[src/hdl/raster_op_pixel_blitter_defines.svh]
// assertion macros shared by the blitter rtl
`ifndef RASTER_OP_PIXEL_BLITTER_DEFINES_SVH
`define RASTER_OP_PIXEL_BLITTER_DEFINES_SVH

// same-cycle implication
`define ROP_ASSERT_IMPLY(label, clk, rst, cond, expr) \
   label: assert property (@(posedge clk) disable iff (rst) (cond) |-> (expr)) \
      else $error("rop check failed: same-cycle implication");

// next-cycle implication
`define ROP_ASSERT_NEXT(label, clk, rst, cond, expr) \
   label: assert property (@(posedge clk) disable iff (rst) (cond) |=> (expr)) \
      else $error("rop check failed: next-cycle implication");

`endif

[src/hdl/rop_pkg.sv]
`default_nettype none

package rop_pkg;

   localparam int PIXEL_BITS     = 32;
   localparam int TILE_ADDR_BITS = 12;
   localparam int CSR_INDEX_BITS = 3;
   localparam int TILE_DIM_BITS  = 13;
   localparam int TILE_POS_BITS  = 12;

   typedef logic [PIXEL_BITS-1:0] pixel_type;

   localparam pixel_type MASK_8      = 32'h0000_00ff;
   localparam pixel_type MASK_16     = 32'h0000_ffff;
   localparam pixel_type MASK_32     = 32'hffff_ffff;
   localparam pixel_type KEY_MASK_24 = 32'h00ff_ffff;
   localparam pixel_type PIXEL_ZERO  = 32'h0000_0000;

   typedef enum logic [1:0] {
      SRC_SOLID  = 2'd0,
      SRC_TILE   = 2'd1,
      SRC_STREAM = 2'd2,
      SRC_KEYED  = 2'd3
   } src_kind_type;

   typedef enum logic [1:0] {
      DEPTH_8  = 2'd0,
      DEPTH_16 = 2'd1,
      DEPTH_32 = 2'd2
   } depth_type;

   typedef enum logic [CSR_INDEX_BITS-1:0] {
      CSR_ROP_CODE        = 3'd0,
      CSR_PIXEL_DEPTH     = 3'd1,
      CSR_SOURCE_KIND     = 3'd2,
      CSR_REFERENCE_COLOR = 3'd3,
      CSR_PAT_WIDTH       = 3'd4,
      CSR_PAT_HEIGHT      = 3'd5,
      CSR_PAT_ORIGIN_X    = 3'd6,
      CSR_PAT_ORIGIN_Y    = 3'd7
   } csr_index_type;

   typedef enum logic {
      MODE_TILE_LOAD = 1'b0,
      MODE_PIXEL     = 1'b1
   } mode_type;

   localparam logic [3:0] ROP_COPY = 4'd3;

   typedef struct packed {
      logic [3:0]               rop_code;
      logic [1:0]               pixel_depth;
      src_kind_type             source_kind;
      pixel_type                reference_color;
      logic [TILE_DIM_BITS-1:0] pat_width;
      logic [TILE_DIM_BITS-1:0] pat_height;
      logic [TILE_POS_BITS-1:0] pat_origin_x;
      logic [TILE_POS_BITS-1:0] pat_origin_y;
   } cfg_type;

   localparam cfg_type CFG_RESET = '{
      rop_code:        ROP_COPY,
      pixel_depth:     DEPTH_32,
      source_kind:     SRC_STREAM,
      reference_color: PIXEL_ZERO,
      pat_width:       13'd1,
      pat_height:      13'd1,
      pat_origin_x:    12'd0,
      pat_origin_y:    12'd0
   };

   typedef struct packed {
      logic reload;
      logic step;
      logic end_of_row;
   } walk_ctl_type;

endpackage

`default_nettype wire

[src/hdl/rop_pixel_alu.sv]
`default_nettype none

module rop_pixel_alu (
   input  rop_pkg::cfg_type   cfg,
   input  rop_pkg::pixel_type dst_pixel,
   input  rop_pkg::pixel_type src_pixel,
   input  rop_pkg::pixel_type tile_pixel,
   output rop_pkg::pixel_type result_pixel,
   output logic               write_enable
);
   import rop_pkg::*;

   pixel_type depth_mask;
   pixel_type key_mask;
   pixel_type operand;
   pixel_type rop_out;
   pixel_type raw;

   always_comb begin
      case (cfg.pixel_depth)
         DEPTH_8: begin
            depth_mask = MASK_8;
            key_mask   = MASK_8;
         end
         DEPTH_16: begin
            depth_mask = MASK_16;
            key_mask   = MASK_16;
         end
         default: begin
            depth_mask = MASK_32;
            key_mask   = KEY_MASK_24;
         end
      endcase

      case (cfg.source_kind)
         SRC_SOLID: operand = cfg.reference_color;
         SRC_TILE:  operand = tile_pixel;
         default:   operand = src_pixel;
      endcase

      // truth table bit picked by inverted source and destination bits
      rop_out = ({PIXEL_BITS{cfg.rop_code[0]}} &  operand &  dst_pixel)
              | ({PIXEL_BITS{cfg.rop_code[1]}} &  operand & ~dst_pixel)
              | ({PIXEL_BITS{cfg.rop_code[2]}} & ~operand &  dst_pixel)
              | ({PIXEL_BITS{cfg.rop_code[3]}} & ~operand & ~dst_pixel);

      raw          = rop_out;
      write_enable = 1'b1;
      if (cfg.source_kind == SRC_KEYED) begin
         if ((src_pixel & key_mask) != (cfg.reference_color & key_mask)) begin
            raw = src_pixel;
         end else begin
            raw          = dst_pixel;
            write_enable = 1'b0;
         end
      end
      result_pixel = raw & depth_mask;
   end

endmodule

`default_nettype wire

[config.mk]
export PLATFORM = sky130hd
export DESIGN_NAME = rop_pixel_alu
export DESIGN_NICKNAME = d
export VERILOG_FILES = /design/src/hdl/raster_op_pixel_blitter_defines.svh /design/src/hdl/rop_pkg.sv /design/src/hdl/rop_pixel_alu.sv
export SDC_FILE = /design/constraint.sdc
export NUM_CORES = 1
export LEC_CHECK = 0
export BUFFER_PORTS_ARGS = -buffer_cell sky130_fd_sc_hd__buf_2
export CAP_MARGIN = 20
export CORE_ASPECT_RATIO = 1.1
export CORE_UTILIZATION = 31
export DETAILED_ROUTE_END_ITERATION = 8
export PLACE_DENSITY = 0.74
export SLEW_MARGIN = 20
export SYNTH_ARGS = -nofsm -noshare
export SYNTH_HDL_FRONTEND = slang
export SYNTH_SLANG_ARGS = --single-unit
[constraint.sdc]
create_clock -name vclk -period 4.6
set_input_delay 1.38 -clock vclk [all_inputs]
set_output_delay 1.38 -clock vclk [all_outputs]
set_load 0.01 [all_outputs]
==> out/summary.json <==
{
  "number_of_different_library_cells_in_the_post_synthesis_netlist": {"value": 26},
  "tightest_slew": {"value": 756, "unit": "ps"},
  "critical-path-max-stage-delay": {"value": 530, "unit": "ps"},
  "drv_slew": {"value": 0},
  "worstPathRequired": {"value": 3220, "unit": "ps"},
  "initial_core_utilization": {"value": 0.321},
  "synth_top_family_by_area": {"value": "multiplexers"},
  "insertedDiodeCount": {"value": 0},
  "worst_setup_path_start_kind": {"value": "primary input"},
  "number_of_non_filler_instances_in_the_completed_layout": {"value": 689},
  "layout.cells.most_common_list": {"value": "buf_2, mux2i_1, buf_4, mux2_2, o221a_1"},
  "top_metal_used": {"value": "met4"},
  "cp.buffers_inverters": {"value": 4},
  "synthSimpleGateAreaFrac": {"value": 0.0829},
  "timing.hold.ws": {"value": 3130, "unit": "ps"},
  "cp_max_fo": {"value": 25},
  "dr_total_vias": {"value": 3868},
  "origin_of_the_worst_min_delay_path": {"value": "dst_pixel[5]"},
  "hold_critical_path_depth": {"value": 3},
  "crit_path_top_delay_cell": {"value": "or4_4"},
  "average_vias_per_placed_instance": {"value": 5.61},
  "first_global_vias": {"value": 3976},
  "drive_gt1_frac": {"value": 0.540},
  "final_common_cell": {"value": "buf_2"},
  "synth.yosys.seq_area_share": {"value": 0},
  "grt-ovfl-total": {"value": 0},
  "hold-path-endpoint": {"value": "result_pixel[5]"},
  "yosys.area_share.adder": {"value": 0},
  "timing.critical_path.to_type": {"value": "primary output"},
  "cap_violations": {"value": 0},
  "area.growth.synth_to_final": {"value": 44.6, "unit": "%"},
  "power-per-cell-area": {"value": 106, "unit": "nW/um^2"},
  "synth_xor_xnor_area_share": {"value": 0.0660},
  "number_of_drc_markers_in_iteration_0": {"value": 177},
  "synth.avg_cell_area": {"value": 8.34, "unit": "sq um"},
  "rsz_0062_raised_after_global_routing": {"value": "true"},
  "gpl.final_weighted_congestion": {"value": 0.787},
  "floorplan.io_pins": {"value": 219},
  "chipWidth": {"value": 98.7, "unit": "um"},
  "met3_length": {"value": 449, "unit": "um"},
  "timing.fmax": {"value": 214, "unit": "MHz"},
  "violations": {"value": "setup timing"},
  "post_dp_cell_area": {"value": 4500, "unit": "sq um"},
  "coreArea": {"value": 9940, "unit": "sq um"},
  "vdd_drop_max": {"value": 45.6, "unit": "uV"},
  "power_total": {"value": 487, "unit": "uW"},
  "sequential_cell_area": {"value": 0, "unit": "sq um"},
  "drc": {"value": 0},
  "min_period_over_period": {"value": 1.02},
  "worst_ep_arrival_time": {"value": 3300, "unit": "ps"},
  "grt_start_max_net_pins": {"value": 41},
  "drt_pass1_iterations": {"value": 4},
  "synthesis.area": {"value": 3190, "unit": "sq um"},
  "timing.hold.worst.class": {"value": "primary input to primary output"},
  "num-nets-final": {"value": 757},
  "outcome": {"value": "finished with violations"},
  "yosysWarnings": {"value": 0},
  "routed_wire_length_on_met2": {"value": 6.04, "unit": "mm"},
  "period_minus_slack": {"value": 4680, "unit": "ps"},
  "average_wire_per_cell_in_the_routed_design": {"value": 16.7, "unit": "um"},
  "cell_total_after_placement": {"value": 689},
  "floorplan.die.height": {"value": 108, "unit": "um"},
  "die_area": {"value": 10700, "unit": "sq um"},
  "multiplexer_share_of_the_synthesized_area": {"value": 0.503},
  "cts_hold_buf": {"value": 0},
  "fin_area": {"value": 4610, "unit": "sq um"},
  "drt.antenna.violating_nets": {"value": 0},
  "filler_cell_count": {"value": 964},
  "grt_pass1_wl": {"value": 18.3, "unit": "mm"},
  "total_leakage_power": {"value": 0.00231, "unit": "uW"},
  "timing.critical_path.cells": {"value": "buf_6 -> xor2_2 -> nor4_2 -> buf_4 -> a21oi_4 -> or4_4 -> buf_12 -> o221a_1 -> buf_2"},
  "postSynthNetCount": {"value": 568},
  "final_wirelength": {"value": 11.5, "unit": "mm"},
  "finalSetupViolCount": {"value": 28},
  "wl_met1": {"value": 4.86, "unit": "mm"},
  "final_critical_path_setup_slack": {"value": -75.8, "unit": "ps"},
  "port-buffer-count": {"value": 169},
  "rows": {"value": 38},
  "max_slew_headroom_at_the_worst_pin": {"value": 0.496},
  "hold_violations": {"value": 0},
  "finalSetupTns": {"value": -1370, "unit": "ps"},
  "detailedPlacementHpwl": {"value": 8.63, "unit": "mm"},
  "design.seq.count": {"value": 0},
  "cts_setup_buffers": {"value": 0},
  "synth_cells": {"value": 382},
  "criticalPathCategory": {"value": "primary input to primary output"},
  "globalRouteTotalUtil": {"value": 0.207},
  "critical_path.top_delay_family": {"value": "simple AND/OR/NAND/NOR gates"},
  "grt_antenna_before_repair": {"value": 0},
  "final.clkbuf_count": {"value": 0},
  "synth_compound_gate_area_share": {"value": 0.253}
}
worst max-delay path by stage:
stage          cells past startpoint               end  slack (ps)           from
6_report                           9  result_pixel[11]         -80   src_pixel[9]
5_1_grt                            9   result_pixel[8]        -160   src_pixel[9]
4_1_cts                            9   result_pixel[7]        -100   src_pixel[9]
3_5_place_dp                       9  result_pixel[31]        -320  src_pixel[13]
3_3_place_gp                       9  result_pixel[31]        -300  src_pixel[13]
2_1_floorplan                      7   result_pixel[6]         100        cfg[82]
routing by layer:
layer / vias to the layer above / global-route usage
li1: 1849 / -
met1: 1845 / 0.249
met2: 150 / 0.397
met3: 24 / 0.0103
met4: 0 / 0.0565
met5: - / 0
what timing repair did:
item	CTS	global route
pin swaps	5	0
endpoints found under the setup margin	33	32
gates resized for setup	14	6
area by class of cell:
| class | count | area (sq um) | area share |
|---|---|---|---|
| Inverter | 24 | 90.1 | 0.0196 |
| Timing Repair Buffer | 231 | 1420 | 0.308 |
| Tap cell | 120 | 150 | 0.0326 |
| Multi-Input combinational cell | 314 | 2950 | 0.640 |
through the flow:
| step | setup slack [ps] | utilization |
|---|---|---|
| after floorplan | 100 | - |
| after global placement | -296 | 0.453 |
| after detailed placement | -321 | 0.453 |
| after CTS | -97.3 | 0.460 |
| after global routing | -159 | 0.464 |
| final | -75.8 | 0.464 |
logic make-up (layout without fill, tap and decap cells):
family,after synthesis,in the layout
simple gates,46,46
xor+xnor,24,24
mux,144,144
buf+inv,68,255
compound gates,100,100
cell usage after synthesis (9+ instances only):
library cell	count	area (sq um)
xor2_1	24	210
buf_2	9	45.0
o21ai_0	24	120
nor2b_1	11	68.8
clkbuf_1	26	97.6
o311a_1	16	160
mux2_2	48	541
a21oi_1	18	90.1
o221a_1	29	327
nand3_1	16	80.1
inv_1	24	90.1
mux2i_1	88	881
report_power, final:
group / internal [uW] / switching, uW
clock network: 0 / 0
registers: 0 / 0
logic: 262 / 225
total: 262 / 225
(Power assumes the default switching activity.)
