===== src/hdl/raster_op_pixel_blitter_defines.svh =====
// assertion macros shared by the blitter rtl
`ifndef RASTER_OP_PIXEL_BLITTER_DEFINES_SVH
`define RASTER_OP_PIXEL_BLITTER_DEFINES_SVH

// same-cycle implication
`define ROP_ASSERT_IMPLY(label, clk, rst, cond, expr) \
   label: assert property (@(posedge clk) disable iff (rst) (cond) |-> (expr)) \
      else $error("rop check failed: same-cycle implication");

// next-cycle implication
`define ROP_ASSERT_NEXT(label, clk, rst, cond, expr) \
   label: assert property (@(posedge clk) disable iff (rst) (cond) |=> (expr)) \
      else $error("rop check failed: next-cycle implication");

`endif


===== src/hdl/rop_pkg.sv =====
`default_nettype none

package rop_pkg;

   localparam int PIXEL_BITS     = 32;
   localparam int TILE_ADDR_BITS = 12;
   localparam int CSR_INDEX_BITS = 3;
   localparam int TILE_DIM_BITS  = 13;
   localparam int TILE_POS_BITS  = 12;

   typedef logic [PIXEL_BITS-1:0] pixel_type;

   localparam pixel_type MASK_8      = 32'h0000_00ff;
   localparam pixel_type MASK_16     = 32'h0000_ffff;
   localparam pixel_type MASK_32     = 32'hffff_ffff;
   localparam pixel_type KEY_MASK_24 = 32'h00ff_ffff;
   localparam pixel_type PIXEL_ZERO  = 32'h0000_0000;

   typedef enum logic [1:0] {
      SRC_SOLID  = 2'd0,
      SRC_TILE   = 2'd1,
      SRC_STREAM = 2'd2,
      SRC_KEYED  = 2'd3
   } src_kind_type;

   typedef enum logic [1:0] {
      DEPTH_8  = 2'd0,
      DEPTH_16 = 2'd1,
      DEPTH_32 = 2'd2
   } depth_type;

   typedef enum logic [CSR_INDEX_BITS-1:0] {
      CSR_ROP_CODE        = 3'd0,
      CSR_PIXEL_DEPTH     = 3'd1,
      CSR_SOURCE_KIND     = 3'd2,
      CSR_REFERENCE_COLOR = 3'd3,
      CSR_PAT_WIDTH       = 3'd4,
      CSR_PAT_HEIGHT      = 3'd5,
      CSR_PAT_ORIGIN_X    = 3'd6,
      CSR_PAT_ORIGIN_Y    = 3'd7
   } csr_index_type;

   typedef enum logic {
      MODE_TILE_LOAD = 1'b0,
      MODE_PIXEL     = 1'b1
   } mode_type;

   localparam logic [3:0] ROP_COPY = 4'd3;

   typedef struct packed {
      logic [3:0]               rop_code;
      logic [1:0]               pixel_depth;
      src_kind_type             source_kind;
      pixel_type                reference_color;
      logic [TILE_DIM_BITS-1:0] pat_width;
      logic [TILE_DIM_BITS-1:0] pat_height;
      logic [TILE_POS_BITS-1:0] pat_origin_x;
      logic [TILE_POS_BITS-1:0] pat_origin_y;
   } cfg_type;

   localparam cfg_type CFG_RESET = '{
      rop_code:        ROP_COPY,
      pixel_depth:     DEPTH_32,
      source_kind:     SRC_STREAM,
      reference_color: PIXEL_ZERO,
      pat_width:       13'd1,
      pat_height:      13'd1,
      pat_origin_x:    12'd0,
      pat_origin_y:    12'd0
   };

   typedef struct packed {
      logic reload;
      logic step;
      logic end_of_row;
   } walk_ctl_type;

endpackage

`default_nettype wire


===== src/hdl/rop_tile_walker.sv =====
`default_nettype none

module rop_tile_walker #(
   parameter int TILE_PIXELS = 4096
) (
   input  logic                           clock,
   input  logic                           reset,
   input  rop_pkg::cfg_type               cfg_next,
   input  rop_pkg::walk_ctl_type          ctl,
   output logic [$clog2(TILE_PIXELS)-1:0] tile_addr
);
   import rop_pkg::*;

   localparam int AW = $clog2(TILE_PIXELS);
   localparam int CW = TILE_DIM_BITS;
   localparam int SW = ((AW > CW) ? AW : CW) + 1;
   localparam int PW = 2 * CW;

   logic [CW-1:0] col_ff, col_in;
   logic [CW-1:0] row_ff, row_in;
   logic [AW-1:0] base_ff, base_in;
   logic [CW:0]   col_inc;
   logic [CW:0]   row_inc;
   logic [SW-1:0] base_sum;
   logic [SW-1:0] addr_sum;
   logic [PW-1:0] reload_prod;

   always_comb begin
      col_inc     = {1'b0, col_ff} + (CW+1)'(1);
      row_inc     = {1'b0, row_ff} + (CW+1)'(1);
      // row base steps by one tile width per row, wrapping with the store size
      base_sum    = SW'(base_ff) + SW'(cfg_next.pat_width);
      reload_prod = PW'(cfg_next.pat_origin_y) * PW'(cfg_next.pat_width);
      addr_sum    = SW'(base_ff) + SW'(col_ff);
      tile_addr   = addr_sum[AW-1:0];
   end

   always_comb begin
      col_in  = col_ff;
      row_in  = row_ff;
      base_in = base_ff;
      if (ctl.reload) begin
         col_in  = CW'(cfg_next.pat_origin_x);
         row_in  = CW'(cfg_next.pat_origin_y);
         base_in = reload_prod[AW-1:0];
      end else if (ctl.step) begin
         if (ctl.end_of_row) begin
            col_in = CW'(cfg_next.pat_origin_x);
            if (row_inc >= {1'b0, cfg_next.pat_height}) begin
               row_in  = '0;
               base_in = '0;
            end else begin
               row_in  = row_inc[CW-1:0];
               base_in = base_sum[AW-1:0];
            end
         end else if (col_inc >= {1'b0, cfg_next.pat_width}) begin
            col_in = '0;
         end else begin
            col_in = col_inc[CW-1:0];
         end
      end
   end

   always_ff @(posedge clock) begin
      if (reset) begin
         col_ff  <= '0;
         row_ff  <= '0;
         base_ff <= '0;
      end else begin
         col_ff  <= col_in;
         row_ff  <= row_in;
         base_ff <= base_in;
      end
   end

endmodule

`default_nettype wire


===== config.mk =====
export PLATFORM = sky130hd
export DESIGN_NAME = rop_tile_walker
export DESIGN_NICKNAME = d
export VERILOG_FILES = /design/src/hdl/raster_op_pixel_blitter_defines.svh /design/src/hdl/rop_pkg.sv /design/src/hdl/rop_tile_walker.sv
export SDC_FILE = /design/constraint.sdc
export NUM_CORES = 1
export LEC_CHECK = 0
export BUFFER_PORTS_ARGS = -buffer_cell sky130_fd_sc_hd__buf_2
export CORE_ASPECT_RATIO = 2
export CORE_UTILIZATION = 25
export CTS_BUF_LIST = sky130_fd_sc_hd__clkbuf_8 sky130_fd_sc_hd__clkbuf_16
export DETAILED_ROUTE_END_ITERATION = 8
export PLACE_DENSITY_LB_ADDON = 0.08
export SYNTH_ARGS = -nofsm -noshare
export SYNTH_HDL_FRONTEND = slang
export SYNTH_SLANG_ARGS = --single-unit

===== constraint.sdc =====
create_clock -name clock -period 6.3 [get_ports clock]
set_input_delay 0.63 -clock clock [delete_from_list [all_inputs] [get_ports clock]]
set_output_delay 0.63 -clock clock [all_outputs]
set_load 0.05 [all_outputs]

==> metrics.md, run 1 <==
| Metric | Value |
|---|---|
| Routed wire length | 17800 um |
| Worst-Skew Late Latency | 0.30 ns |
| CTS tree | yes |
| Clock Power Share | 17.5% |
| Sink Count | 38 |
| Switching Share | 46.8% |
| Post-synth EDFFs | 0 |
| Hold_buf cts | 0 |
| Port Buffers | 66 |
| Post-Synth XOR/XNOR Area | 9.91% |
| Commonest non-fill, non-tap cells in the layout | inv_1, nand2_1, ha_1 |
| Leakage power | 3.12 nW |
| Register area share after synthesis | 13.3% |
| Clock tree buffer depth | 2 |
| Root Driver | clkbuf_16 |
| CP Data Required Time | 6.49 ns |
| Yosys reg bits | 38 |
| WP data arrival | 5.41 ns |
| Max-slew headroom | 29.7% |
| Die area | 23500 um2 |
| CTS clk-pin slew, worst paths | 0.07 ns |
| Highest Signal Layer | met4 |
| Setup violators final | 0 |
| Setup_tns | 0 ns |
| Initial Utilization | 25.6% |
| Outcome | completed |
| Cell area power density | 271 nW/um2 |
| Post-layout min period | 5.22 ns |
| Pins Over Slew Limit | 0 |
| Crit path kind | in -> reg |
| Pre-CTS WS | 0.678 ns |
| Initial antenna violation count | 0 |
| FP Rows | 77 |
| Commonest non-fill, non-tap cell in the layout | inv_1 |
| Fin nets | 987 |
| Routed length per instance | 16.9 um |
| Mapped Nets | 940 |
| Drt pass-1 iters | 4 |
| Simple-gate share of the synthesized area | 17.9% |
| WL met1 | 6770 um |
| Internal | 0.000930 W |
| CP startpoint kind | input port |
| Vias in the first global route | 5460 |
| Crit Path Max Fanout | 9 |
| Average cell area after synthesis | 7.87 um2 |
| Worst vdd ir | 0.217 mV |
| Seq. cell area | 761 um2 |
| Grt ovf | 0 |
| Unique masters post-synth | 53 |
| Mapped Cells | 725 |
| N_diodes | 0 |
| Die Span Y | 216 um |
| Final setup margin | 1.08 ns |
| Detail Placement HPWL | 14800 um |
| Post-Syn Area | 5710 um2 |
| Warnings, synthesis | 0 |
| Layout cell share with drive strength beyond 1 | 11.8% |
| Adder-Cell Fraction of Synth Area | 31.7% |
| DR WL met2 | 10000 um |
| Die width | 109 um |
| First-pass GRT wire length | 28700 um |
| Post-route ant nets | 0 |
| I/O pin cnt | 107 |
| Pin count of the biggest net entering global routing | 40 |
| Synth-to-Final Area Change | 13.0% |
| Core area | 22300 um2 |
| Sequential power share | 17.9% |
| Synth Flop Type | dfxtp_1 |
| Peak Freq | 192 MHz |
| Compound-gate portion of the synthesized area | 17.7% |
| Remaining DRCs | 0 |
| Least-Margin Pin Slew | 1.05 ns |
| Global Route Usage Sum | 16.2% |
| CTS Buf Count | 5 |
| CTS H-tree depth | 2 |
| GP Congestion | 0.841 |
| DRT iter0 DRCs | 199 |
| Filler Cell Count | 2393 |
| Async SR Flop Fraction | 0% |
| Unrepaired setup endpoints after global routing | false |
| Clk_skew | 0.00843 ns |
| Final hold viol count | 0 |
| DR vias | 5124 |
| Worst Setup End Kind | flip-flop |
| Mux cell area share after synthesis | 0.373% |
| Sw Pwr | 0.000820 W |
| Resized Gates After CTS | 0 |
| HP Class | reg -> reg |
| Post-CTS Setup Inserts | 0 |
| Max Cap Viol | 0 |
| Met3 routed WL | 419 um |
| Logic pwr share | 64.6% |
| Vias per cell | 4.88 |
| Multi-input gate area | 4430 um2 |
| Final period util | 82.9% |
| Main combinational cell family by area after synthesis | adder cells |
## kinds of logic (layout without fill, tap and decap cells)
group,after synthesis,count (layout)
simple gates,223,223
compound gates,146,146
buf+inv,133,181
fa+ha+maj,120,120
xor+xnor,63,63
flops,38,38
mux,2,2
## power by group through the flow
stage          Sequential, W  Clock (W)  Combinational, W
3_5_place_dp        0.000319          0           0.00115
2_1_floorplan       0.000302          0          0.000882
6_report            0.000313   0.000306           0.00113
4_1_cts             0.000314   0.000317           0.00116
5_1_grt             0.000319   0.000320           0.00129
3_3_place_gp        0.000318          0           0.00114
## path summary, 6_finish.rpt
kind	start	to	slack, ns	cells past startpoint
worst min-delay path	row_ff[9]	row_ff[9]	0.54	2
worst max-delay path	cfg_next[42]	base_ff[11]	1.08	16
worst max register to register	row_ff[2]	base_ff[0]	2.28	12
worst min register to register	row_ff[9]	row_ff[9]	0.54	2
## metal layers
layer  track usage [%]  vias up
li1                  -     2550
met5                 0        -
met4              6.35        0
met2              32.0       82
met3              1.09       24
met1              17.0     2468
## cells in the mapped netlist, drive strengths merged, types with 3 or more instances
cell	number	share of area (%)
clkbuf	21	1.4
nor3	18	1.6
ha	79	17
o21a	6	0.79
a211oi	9	1.2
a22oi	12	1.6
nor2b	6	0.66
o21ai	24	2.1
fa	41	14
o2bb2ai	4	0.61
nor3b	3	0.39
xor2	22	3.4
and2	16	1.8
nand4	5	0.55
xnor2	40	6.1
nand2b	7	0.77
and3	6	0.66
a31oi	7	0.77
buf	8	0.92
a21oi	32	2.8
nand3	16	1.4
a31o	6	0.92
dfxtp	38	13
a221oi	21	3.2
nor2	57	3.8
inv	104	6.8
nand2	83	5.5
a21o	8	1.1
## worst max-delay path, stage by stage
cell and delay [ns]:
buf_2 0.23, nand2_1 0.12, fa_1 0.50, fa_1 0.51, inv_1 0.05, fa_1 0.49
fa_1 0.56, inv_1 0.06, fa_1 0.47, xnor2_1 0.16, xnor2_1 0.20, xnor2_1 0.14
xnor3_1 0.44, xnor2_1 0.32, xnor2_1 0.16, a2111oi_2 0.37
## state kept, by name (all words and copies together) (netlist names)
register / cells
base_ff: 12
col_ff: 13
row_ff: 13
## per-stage QoR
step	util (%)	area, um2	hold slack, ns	std cells	power (W)
6_report	29.0	6440	0.540	1049	0.00175
3_5_place_dp	28.2	6270	0.529	1041	0.00147
5_1_grt	29.0	6440	0.558	1049	0.00193
4_1_cts	29.0	6440	0.539	1049	0.00179
2_1_floorplan	-	5710	0.494	725	0.00118
3_3_place_gp	28.2	6270	0.511	1041	0.00146
## cell type report
type	instances	share of cell area [%]
Timing Repair Buffer	69	5.47
Tap cell	276	5.36
Clock buffer	5	1.94
Clock inverter	3	0.699
Inverter	104	6.06
Multi-Input combinational cell	554	68.7
Sequential cell	38	11.8
Note: power is estimated with default switching activity, not from simulation.
==> run 2, diff against run 1 <==
--- a/config.mk
+++ b/config.mk
@@ -5,6 +5,7 @@
 export SDC_FILE = /design/constraint.sdc
 export NUM_CORES = 1
 export LEC_CHECK = 0
+export ABC_AREA = 1
 export BUFFER_PORTS_ARGS = -buffer_cell sky130_fd_sc_hd__buf_2
 export CORE_ASPECT_RATIO = 2
 export CORE_UTILIZATION = 25
==> constraint.sdc (replaced) <==
create_clock -name clock -period 5.45 [get_ports clock]
set_input_delay 0.545 -clock clock [delete_from_list [all_inputs] [get_ports clock]]
set_output_delay 0.545 -clock clock [all_outputs]
set_load 0.05 [all_outputs]
==> run 2 against run 1 <==
Effect of this change:
- first-iteration DRC count shrank 38%
- sequential cell count is the same
- largest cell class unchanged
- synthesized cell count grew 36%
- combinational power grew 12%
- clock-buffer cell count grew 1
- clock power grew 18%
- clock skew shrank 0.0021 ns
- via count grew 19%
- setup slack lost 0.31 ns
- global-route usage grew 1.6 points
- final cell count grew 30%
==> metrics.md, run 2 <==
| Metric | Value |
|---|---|
| Routed wire length | 22200 um |
| Yosys top cell area share | 15.4% |
| Async SR Flop Fraction | 0% |
| Top-count cell post-synth | nand2_1 |
| Worst reg2reg path depth | 14 |
| N_diodes | 0 |
| Peak Freq | 214 MHz |
| CTS tree | yes |
| Vias per cell | 4.47 |
| Crit path kind | in -> reg |
| Final period util | 85.8% |
| Leakage power | 4.00 nW |
| Unrepaired setup endpoints after global routing | false |
| Least-Margin Pin Slew | 0.825 ns |
| Unique masters post-synth | 46 |
| Outcome | completed |
| Synth-to-Final Area Change | 12.6% |
| Core area | 25100 um2 |
| Root Driver | clkbuf_16 |
| Filler Cell Count | 2891 |
| Internal | 0.000982 W |
| Setup violators final | 0 |
| Sequential power share | 17.9% |
| Global Route Usage Sum | 17.8% |
| Final Instance Area | 7240 um2 |
| Detail Placement HPWL | 19100 um |
| Hold_buf cts | 0 |
| CP startpoint kind | input port |
| Remaining DRCs | 0 |
| Commonest non-fill, non-tap cells in the layout | nand2_1, inv_1, ha_1 |
| Final total power | 0.00198 W |
| Crit Path Max Fanout | 13 |
| Clock Power Share | 18.2% |
| Layout cell share with drive strength beyond 1 | 10.9% |
| Synth Flop Type | dfxtp_1 |
| CTS H-tree depth | 2 |
| Die Span Y | 229 um |
| CTS Buf Count | 5 |
| Final hold viol count | 0 |
| Hold Startpoint | ctl[1] |
| Sw Pwr | 0.000993 W |
| FP Rows | 82 |
| Reg-to-reg startpoint | col_ff[0] |
| Switching Share | 50.3% |
| Pins Over Slew Limit | 0 |
| Warnings, synthesis | 0 |
| Initial Utilization | 25.6% |
| First-pass GRT wire length | 34800 um |
| Clk_skew | 0.00628 ns |
| Post-layout min period | 4.68 ns |
| Clock tree buffer depth | 2 |
| Synth area leaders | ha_1, nand2_1, fa_1 |
| Die width | 115 um |
| Yosys reg bits | 38 |
| Vias in the first global route | 6603 |
| Top flop regs | col_ff x13, row_ff x13, base_ff x12 |
| Pre-CTS WS | 0.424 ns |
| Cell area power density | 273 nW/um2 |
| Mapped Nets | 1200 |
| I/O pin cnt | 107 |
| Register area share after synthesis | 11.8% |
| CP Data Required Time | 5.65 ns |
| WP data arrival | 4.88 ns |
| Fin util | 28.8% |
| CTS clk-pin slew, worst paths | 0.07 ns |
| DRT iter0 DRCs | 123 |
| Worst Setup End Kind | flip-flop |
| Post-synth EDFFs | 0 |
| Final setup margin | 0.774 ns |
| Port Buffers | 66 |
| GP Congestion | 0.780 |
| Fin nets | 1246 |
| Drt pass-1 iters | 4 |
| Routed length per instance | 16.2 um |
| Setup_tns | 0 ns |
| Mapped Cells | 985 |
| Sink Count | 38 |
| Max-slew headroom | 44.6% |
| Area after DPL | 7070 um2 |
| Average cell area after synthesis | 6.53 um2 |
| HP Class | in -> reg |
| Hold endpoint | col_ff[12] |
| DR vias | 6110 |
| Synth area leader | ha_1 |
| Logic pwr share | 63.9% |
| Resized Gates After CTS | 0 |
| Post-CTS Setup Inserts | 0 |
| Commonest non-fill, non-tap cell in the layout | nand2_1 |
| Worst vdd ir | 0.195 mV |
| Grt ovf | 0 |
| Post-route ant nets | 0 |
| Synth cell count leaders | nand2_1, inv_1, ha_1, a21oi_1, nor2_1 |
| Pin count of the biggest net entering global routing | 32 |
| Reg-to-Reg End | col_ff[11] |
| Hold Crit Depth | 2 |
| Worst-Skew Late Latency | 0.30 ns |
| Max Cap Viol | 0 |
| R2r setup slk | 1.99 ns |
| Initial antenna violation count | 0 |
| Die area | 26400 um2 |
| Post-Syn Area | 6430 um2 |
run 2: routing by layer:
layer	part of all wire [%]	track usage [%]	up-vias	wire [um]
li1	-	-	3171	-
met1	34	15.8	2810	7500
met2	61	38.3	97	13600
met3	1.4	1.17	32	305
met4	3.5	7.31	0	775
met5	0	0	-	0
run 2: how the worst max path moves through the flow:
stage | from | to | slack [ns] | depth (start not counted)
after floorplan | cfg_next[42] | base_ff[11] | 0.75 | 21
after global placement | cfg_next[39] | base_ff[11] | 0.43 | 21
after detailed placement | cfg_next[39] | base_ff[11] | 0.42 | 21
after CTS | cfg_next[39] | base_ff[11] | 0.71 | 21
after global routing | cfg_next[39] | base_ff[11] | 0.46 | 21
final | cfg_next[39] | base_ff[11] | 0.77 | 21
run 2: power by group through the flow:
stage	combinational [W]	sequential [W]	clock [W]
final	0.00126	0.000354	0.000360
after CTS	0.00129	0.000355	0.000375
after detailed placement	0.00128	0.000361	0
after floorplan	0.000955	0.000342	0
after global routing	0.00146	0.000359	0.000379
after global placement	0.00128	0.000362	0
run 2: critical path, stage by stage:
cell and delay (ns):
buf_2 0.25, nand2_1 0.12, fa_1 0.47, fa_1 0.55, inv_1 0.05, fa_1 0.48, fa_1 0.56, inv_1 0.06
fa_1 0.54, inv_1 0.06, ha_1 0.34, nand2_1 0.10, a21oi_1 0.05, a211oi_1 0.17, o31ai_1 0.13, inv_1 0.07
nand3_1 0.07, nand3_1 0.08, nand3_1 0.08, nand2_1 0.08, inv_1 0.04
run 2: kinds of logic after synthesis:
logic type      after synthesis  synth area share (%)
compound gates              142                  12.6
xor+xnor                     39                  5.31
fa+ha+maj                   120                  28.1
buf+inv                     250                  15.1
flops                        38                  11.8
simple gates                396                  27.0
run 2: final cells by class:
cell class / instances / area (um2) / area share, %
clock inverter: 1 / 30.0 / 0.415
clock buffer: 6 / 139 / 1.92
tap: 336 / 420 / 5.81
inverter: 216 / 811 / 11.2
timing repair buffer: 73 / 383 / 5.29
sequential: 38 / 761 / 10.5
multi-input combinational: 697 / 4700 / 64.9
run 2: metrics by stage:
step | hold slack (ns) | std cells
6_report | 0.493 | 1367
5_1_grt | 0.487 | 1367
2_1_floorplan | 0.468 | 985
3_3_place_gp | 0.506 | 1360
3_5_place_dp | 0.514 | 1360
4_1_cts | 0.480 | 1367
